<file path="src/rtl/paps_pkg.sv">
// ----------------------------------------------------------------------------
// paps_pkg
// Shared types and command codes for the priority/age scheduler.
// ----------------------------------------------------------------------------
package paps_pkg;

  localparam logic [1:0] CMD_TICK   = 2'd0;
  localparam logic [1:0] CMD_ADD    = 2'd1;
  localparam logic [1:0] CMD_EXIT   = 2'd2;
  localparam logic [1:0] CMD_SETPRI = 2'd3;

  localparam logic [7:0] AGE_MAX  = 8'd255;
  localparam logic [7:0] PID_INIT = 8'd1;
  localparam logic [7:0] PID_NEXT = 8'd2;

  typedef struct packed {
    logic [7:0] pid;
    logic [7:0] priority_v;
    logic [7:0] age;
  } entry_t;

  typedef struct packed {
    logic [1:0] command;
    logic [7:0] target_pid;
    logic [7:0] new_priority;
  } in_item_t;

  typedef struct packed {
    logic [7:0] running_pid;
    logic       switched;
    logic [7:0] new_pid;
    logic       ok;
    logic [6:0] entry_count;
  } out_item_t;

endpackage

</file>
<file path="src/rtl/paps_cell.sv">
// ----------------------------------------------------------------------------
// paps_cell
// One table slot of the rotating entry ring.
// ----------------------------------------------------------------------------
module paps_cell #(
  parameter logic [23:0] RST_VAL = '0
) (
  input  logic            clk,
  input  logic            rst_n,
  input  logic            shift,
  input  paps_pkg::entry_t d_in,
  output paps_pkg::entry_t q
);
  import paps_pkg::*;

  entry_t q_r, q_nxt;

  always_comb begin
    q_nxt = q_r;
    if (shift) begin
      q_nxt = d_in;
    end
  end

  always_ff @(posedge clk) begin
    if (!rst_n) begin
      q_r <= entry_t'(RST_VAL);
    end else begin
      q_r <= q_nxt;
    end
  end

  assign q = q_r;

endmodule

</file>
<file path="src/rtl/priority_age_process_scheduler.sv">
// ----------------------------------------------------------------------------
// priority_age_process_scheduler
// Process table scheduler: tick, add child, exit and set priority.
// ----------------------------------------------------------------------------
// The table lives in a ring of MAX_PROCS cells that rotates one slot per
// cycle, during the scan and apply states only, past a single head stage. Every
// command takes two full turns of the ring, a gather pass and an update pass,
// plus the finish and idle states. One result item comes out for every input
// item; the next input item is taken while a result still waits.
module priority_age_process_scheduler #(
  parameter int MAX_PROCS = 64
) (
  input  logic                 clk,
  input  logic                 rst_n,
  input  logic                 in_valid,
  output logic                 in_stall,
  input  paps_pkg::in_item_t   in_data,
  output logic                 out_valid,
  input  logic                 out_stall,
  output paps_pkg::out_item_t  out_data
);
  import paps_pkg::*;

  localparam int SW = (MAX_PROCS > 1) ? $clog2(MAX_PROCS) : 1;
  localparam int CW = $clog2(MAX_PROCS + 1);
  localparam logic [SW-1:0] SLOT_LAST = SW'(MAX_PROCS - 1);

  localparam logic [1:0] ST_IDLE  = 2'd0;
  localparam logic [1:0] ST_SCAN  = 2'd1;
  localparam logic [1:0] ST_APPLY = 2'd2;
  localparam logic [1:0] ST_FIN   = 2'd3;

  logic [1:0]    state_r, state_nxt;
  logic [SW-1:0] slot_r, slot_nxt;
  in_item_t      cmd_r, cmd_nxt;
  logic [CW-1:0] cnt_r, cnt_nxt;
  logic [SW-1:0] cur_r, cur_nxt;
  logic [7:0]    nfp_r, nfp_nxt;
  logic [8:0]    best_r, best_nxt;
  logic [SW-1:0] win_r, win_nxt;
  logic          found_r, found_nxt;
  logic [SW-1:0] fslot_r, fslot_nxt;
  entry_t        capc_r, capc_nxt;
  entry_t        capl_r, capl_nxt;
  logic [7:0]    rpid_r, rpid_nxt;
  out_item_t     res_r, res_nxt;
  logic          ov_r, ov_nxt;
  out_item_t     od_r, od_nxt;

  entry_t cells [MAX_PROCS];
  entry_t head_mod;
  logic   shift;

  genvar g;
  generate
    for (g = 0; g < MAX_PROCS; g++) begin : g_cell
      entry_t din;
      if (g == MAX_PROCS - 1) begin : g_tail
        assign din = head_mod;
      end else begin : g_mid
        assign din = cells[g+1];
      end
      paps_cell #(
        .RST_VAL((g == 0) ? {PID_INIT, 16'd0} : 24'd0)
      ) u_cell (
        .clk  (clk),
        .rst_n(rst_n),
        .shift(shift),
        .d_in (din),
        .q    (cells[g])
      );
    end
  endgenerate

  entry_t        head;
  logic [CW-1:0] slot_w;
  logic          in_rng;
  logic [CW-1:0] last_w;
  logic [8:0]    sum;
  logic          add_ok, exit_ok;
  logic [SW-1:0] newcur;

  assign head    = cells[0];
  assign slot_w  = CW'(slot_r);
  assign in_rng  = slot_w < cnt_r;
  assign last_w  = cnt_r - CW'(1);
  assign sum     = {1'b0, head.priority_v} + {1'b0, head.age};
  assign add_ok  = cnt_r < CW'(MAX_PROCS);
  assign exit_ok = cnt_r > CW'(1);
  assign shift   = (state_r == ST_SCAN) || (state_r == ST_APPLY);

  always_comb begin
    unique case (cmd_r.command)
      CMD_TICK: newcur = win_r;
      CMD_EXIT: newcur = exit_ok ? '0 : cur_r;
      default:  newcur = cur_r;
    endcase
  end

  always_comb begin
    head_mod = head;
    if (state_r == ST_APPLY) begin
      unique case (cmd_r.command)
        CMD_TICK: begin
          if (in_rng) begin
            if (slot_r != win_r) begin
              if (head.age != AGE_MAX) head_mod.age = head.age + 8'd1;
            end else if (win_r != cur_r) begin
              head_mod.age = '0;
            end
          end
        end
        CMD_ADD: begin
          if (add_ok && slot_w == cnt_r) begin
            head_mod.pid        = nfp_r;
            head_mod.priority_v = capc_r.priority_v;
            head_mod.age        = capc_r.age;
          end
        end
        CMD_EXIT: begin
          if (exit_ok) begin
            if (slot_w == last_w) begin
              head_mod = '0;
            end else if (slot_r == cur_r) begin
              head_mod = capl_r;
            end
          end
        end
        default: begin
          if (found_r && slot_r == fslot_r) head_mod.priority_v = cmd_r.new_priority;
        end
      endcase
    end
  end

  always_comb begin
    state_nxt = state_r;
    slot_nxt  = slot_r;
    cmd_nxt   = cmd_r;
    cnt_nxt   = cnt_r;
    cur_nxt   = cur_r;
    nfp_nxt   = nfp_r;
    best_nxt  = best_r;
    win_nxt   = win_r;
    found_nxt = found_r;
    fslot_nxt = fslot_r;
    capc_nxt  = capc_r;
    capl_nxt  = capl_r;
    rpid_nxt  = rpid_r;
    res_nxt   = res_r;
    ov_nxt    = ov_r;
    od_nxt    = od_r;
    if (ov_r && !out_stall) ov_nxt = 1'b0;
    unique case (state_r)
      ST_IDLE: begin
        if (in_valid) begin
          cmd_nxt   = in_data;
          slot_nxt  = '0;
          best_nxt  = '0;
          win_nxt   = '0;
          found_nxt = 1'b0;
          fslot_nxt = '0;
          state_nxt = ST_SCAN;
        end
      end
      ST_SCAN: begin
        if (in_rng) begin
          if (sum > best_r) begin
            best_nxt = sum;
            win_nxt  = slot_r;
          end
          if (!found_r && head.pid == cmd_r.target_pid) begin
            found_nxt = 1'b1;
            fslot_nxt = slot_r;
          end
        end
        if (slot_r == cur_r) capc_nxt = head;
        if (slot_w == last_w) capl_nxt = head;
        if (slot_r == SLOT_LAST) begin
          slot_nxt  = '0;
          state_nxt = ST_APPLY;
        end else begin
          slot_nxt = slot_r + SW'(1);
        end
      end
      ST_APPLY: begin
        if (slot_r == newcur) rpid_nxt = head_mod.pid;
        if (slot_r == SLOT_LAST) begin
          slot_nxt  = '0;
          state_nxt = ST_FIN;
          res_nxt   = '0;
          unique case (cmd_r.command)
            CMD_TICK: begin
              res_nxt.switched = win_r != cur_r;
              res_nxt.ok       = 1'b1;
              cur_nxt          = win_r;
            end
            CMD_ADD: begin
              if (add_ok) begin
                res_nxt.new_pid = nfp_r;
                res_nxt.ok      = 1'b1;
                nfp_nxt         = nfp_r + 8'd1;
                cnt_nxt         = cnt_r + CW'(1);
              end
            end
            CMD_EXIT: begin
              if (exit_ok) begin
                res_nxt.switched = 1'b1;
                res_nxt.ok       = 1'b1;
                cnt_nxt          = last_w;
                cur_nxt          = '0;
              end
            end
            default: res_nxt.ok = found_r;
          endcase
          res_nxt.entry_count = 7'(cnt_nxt);
        end else begin
          slot_nxt = slot_r + SW'(1);
        end
      end
      default: begin
        if (!ov_r || !out_stall) begin
          od_nxt             = res_r;
          od_nxt.running_pid = rpid_r;
          ov_nxt             = 1'b1;
          state_nxt          = ST_IDLE;
        end
      end
    endcase
  end

  always_ff @(posedge clk) begin
    if (!rst_n) begin
      state_r <= ST_IDLE;
      slot_r  <= '0;
      cnt_r   <= CW'(1);
      cur_r   <= '0;
      nfp_r   <= PID_NEXT;
      ov_r    <= 1'b0;
    end else begin
      state_r <= state_nxt;
      slot_r  <= slot_nxt;
      cnt_r   <= cnt_nxt;
      cur_r   <= cur_nxt;
      nfp_r   <= nfp_nxt;
      ov_r    <= ov_nxt;
    end
  end

  always_ff @(posedge clk) begin
    cmd_r   <= cmd_nxt;
    best_r  <= best_nxt;
    win_r   <= win_nxt;
    found_r <= found_nxt;
    fslot_r <= fslot_nxt;
    capc_r  <= capc_nxt;
    capl_r  <= capl_nxt;
    rpid_r  <= rpid_nxt;
    res_r   <= res_nxt;
    od_r    <= od_nxt;
  end

  assign in_stall  = state_r != ST_IDLE;
  assign out_valid = ov_r;
  assign out_data  = od_r;

endmodule

</file>
<file path="config.mk">
export PLATFORM = sky130hd
export DESIGN_NAME = priority_age_process_scheduler
export DESIGN_NICKNAME = d
export VERILOG_FILES = /design/src/rtl/paps_pkg.sv /design/src/rtl/paps_cell.sv /design/src/rtl/priority_age_process_scheduler.sv
export SDC_FILE = /design/constraint.sdc
export NUM_CORES = 2
export LEC_CHECK = 0
export BUFFER_PORTS_ARGS = -buffer_cell sky130_fd_sc_hd__buf_2
export CAP_MARGIN = 10
export CORE_MARGIN = 3
export CORE_UTILIZATION = 32
export CTS_BUF_LIST = sky130_fd_sc_hd__clkbuf_8
export DETAILED_ROUTE_END_ITERATION = 8
export PLACE_DENSITY = 0.53
export SYNTH_ARGS = -nofsm -noshare
export SYNTH_HDL_FRONTEND = slang
export SYNTH_SLANG_ARGS = --single-unit
</file>
<file path="constraint.sdc">
create_clock -name clk -period 4.65 [get_ports clk]
set_input_delay 0.93 -clock clk [delete_from_list [all_inputs] [get_ports clk]]
set_output_delay 0.93 -clock clk [all_outputs]
set_load 0.01 [all_outputs]
</file>
==> impl_metrics.csv <==
group,metric,value,unit
run_status,status,"completed",
power,power.leakage,25.9,nW
placed_design,place.gp.congestion,0.775,
die,num_rows,165,
synthesis,syn-num-nets,5749,
global_routing,grt_pass1_wl,194,mm
die,initial_core_util,0.323,
route,viasPerCell,4.34,
route,drt_iter0_drc,1695,
power,ir_drop,706,uV
critical_path,worstReg2RegEnd,"best_r[5]",
clocking,clock-sinks,1696,
placed_design,pre_cts_slack,1.13,ns
timing,setup_tns,0,ns
global_routing,grt_usage,0.108,
route,wirelength,115,mm
critical_path,crit_top_cell,"a21oi_1",
timing,finalHoldViolations,0,
critical_path,path_class,"flip-flop to flip-flop",
finish,areaGrowthSynthToFinish,13.4,%
finish,drive_gt1_frac,0.0903,
critical_path,cp_cell_sequence,"ha_1 > fa_1 > a21o_1 > a21oi_1 > o21bai_1 > a21oi_1 > nor2b_1 > o21ai_0 > nand2_1 > ha_1 > nor2_1 > a211oi_1 > o41ai_1 > a21oi_1 > buf_4",
synthesis,ys_ff_latch,1696,
power,power.total,41.1,mW
die,pin_count,49,
synthesis,ys_seq_area_frac,0.539,
global_routing,grt_pass1_vias,37697,
synthesis,yosys.cell_count.top_type,"dfxtp_1",
timing,fin_skew,0.0727,ns
synthesis,synth_cell_types,69,
clocking,clock_path_buffers,4,
clocking,clk_root_buffer_cell,"clkbuf_8",
route,drc,0,
critical_path,r2r_start,"g_cell[0].u_cell.q[8]",
clocking,clkTransAtPathRegs,0.06,ns
synthesis,ys_warn_count,0,
route,firstDrtPassIters,5,
critical_path,critPathSlowestCell,"fa_1",
die,die_area,0.210,mm^2
timing,setup_viol,0,
synthesis,synth_area,0.0654,mm^2
placed_design,place_area,0.0683,mm^2
global_routing,grt_max_degree,182,
timing,worst_slew_pin_slew,1.14,ns
synthesis,synth_top_area_cell,"dfxtp_1",
critical_path,critical_path_peak_fanout,15,
clocking,postCtsSetupBuffers,0,
synthesis,synth.avg_cell_area,11.5,um^2
route,vias,37409,
clocking,clkLatencyLatePin,0.97,ns
critical_path,rr_worst_depth,15,
critical_path,cp-endpoint,"best_r[5]",
finish,final_nets,5804,
flow_run,cap_violations,0,
placed_design,detailed_place_hpwl,65.3,mm
critical_path,r2r_setup_slack,1.10,ns
timing,max_freq,0.282,GHz
worst_hold_path,hold_depth,1,
finish,final_area,0.0741,mm^2
placed_design,io_buffers,48,
route,drt-wirelength-per-cell,13.3,um
placed_design,dp_cells,8097,
timing,rsz0062_at_grt,"no",
synthesis,synthTopCellsByCount,"dfxtp_1, nor2b_1, mux2i_1, clkbuf_1, edfxtp_1",
route,ant_nets,0,
critical_path,end_kind,"flip-flop",
clocking,cts_tree,"built",
synthesis,synthCells,5689,
worst_hold_path,hold_path_class,"input port to flip-flop",
critical_path,cp.required,5.29,ns
synthesis,synth_ff_type,"dfxtp_1",
timing,finalCritPeriodShare,0.764,
timing,worst_slack,1.10,ns
global_routing,grt-ovfl-total,0,
synthesis,synth_edf_count,130,
global_routing,antenna_found_initial,3,
die,coreArea,0.203,mm^2
power,power.density,554,mW/mm^2
timing,finalCriticalPeriod,3.55,ns
synthesis,synth_top_area_frac,0.479,
die,die_y,458,um
timing,relSlewSlack,0.243,
clocking,cts_buffers,301,
finish,utilization,0.366,
critical_path,startpoint,"g_cell[0].u_cell.q[8]",
critical_path,slowest_delay,0.46,ns
critical_path,arrival,4.19,ns
clocking,h-tree-depth,5,
finish,instances_no_fill,8614,
synthesis,async_reset_ff_frac,0,
timing,whs,0.144,ns
die,fp.dieW,458,um
timing,final-max-slew-violation-count,0,
synthesis,ys_top_cells_by_area,"dfxtp_1, mux2i_1, nor2b_1",
critical_path,start_kind,"flip-flop",
critical path: cells and delay by family, from the launching register on:
| family | cells | cell delay [ns] |
|---|---|---|
| AO/OA/AOI/OAI | 8 | 1.40 |
| AND/OR/NAND/NOR | 3 | 0.23 |
| buffers and inverters | 1 | 0.25 |
| adder cells (fa/ha/maj) | 3 | 1.01 |
| flip-flops | 1 | 0.35 |
layout by cell type (no fill, tap or decap), drive strengths merged, types with 5 or more instances in the layout:
cell type    Yosys  routed
dfxtp         1566    1566
nor2b         1533    1533
mux2i         1531    1531
clkbuf         266     357
inv             34     143
edfxtp         130     130
buf            113     116
nand2           61      61
a21oi           40      40
and2            40      40
xnor2           37      37
ha              37      37
o21ai           34      34
nor2            30      30
a221oi          23      23
xor2            21      21
clkinv           1      20
nand3           18      18
mux2            16      16
dlygate4sd3      0      15
nand4           13      13
a22oi           13      13
nor3            12      12
a31oi           10      10
and3             8       8
nor4             8       8
o221ai           7       7
a32oi            7       7
clkinvlp         0       7
or2              6       6
o21a             6       6
a21boi           6       6
diode            0       5
o21ba            5       5
o31ai            5       5
worst min path at each step:
stage / startpoint / end / slack [ns]
6_report: in_data[17] / cmd_r[17] / 0.14
3_3_place_gp: res_r[7] / out_data[7] / 0.40
3_5_place_dp: res_r[14] / out_data[14] / 0.41
4_1_cts: in_data[3] / cmd_r[3] / 0.003
2_1_floorplan: res_r[0] / out_data[0] / 0.40
5_1_grt: in_data[17] / cmd_r[17] / 0.02
registers in the layout, indices dropped and copies added (netlist names), 7 cells and up:
register         cells
cnt_r                7
g_cell.u_cell.q   1536
best_r               9
cmd_r               18
nfp_r                8
capl_r              24
out_data            25
res_r               17
rpid_r               8
capc_r              16
cells by family (layout without fill, tap and decap cells):
group                    Yosys count  after routing  synth area share
AO/OA/AOI/OAI                    192            192            0.0210
other                              0              5                 0
multiplexers                    1547           1547             0.237
buffers and inverters            414            662            0.0239
AND/OR/NAND/NOR                 1744           1744             0.164
flip-flops                      1696           1696             0.539
XOR/XNOR                          58             58           0.00777
adder cells (fa/ha/maj)           38             38           0.00739
metal layers:
metal / wire [um] / share of wire / GRT usage / vias to the layer above
met1: 57200 / 0.50 / 0.145 / 17294
met3: 4640 / 0.040 / 0.0255 / 283
li1: - / - / - / 19360
met5: 0 / 0 / 0 / -
met2: 49900 / 0.43 / 0.168 / 472
met4: 3150 / 0.027 / 0.0423 / 0
report_power, final:
group          internal, mW  switching, mW
Sequential             15.2          0.241
Clock                  7.11           5.80
Combinational          5.76           6.93
Total                  28.1           13.0
final cells by class:
class / instances / area (um^2)
fill: 19976 / 129000
sequential: 1696 / 35300
multi-input combinational: 3579 / 28600
clock buffer: 357 / 4910
tap: 2672 / 3340
timing repair buffer: 131 / 1190
clock inverter: 139 / 672
inverter: 35 / 131
antenna: 5 / 12.5
what timing repair did:
action,CTS,global route
endpoints found under the hold margin,15,0
gates resized for setup,0,0
hold buffers,15,0
(Power assumes the default switching activity.)
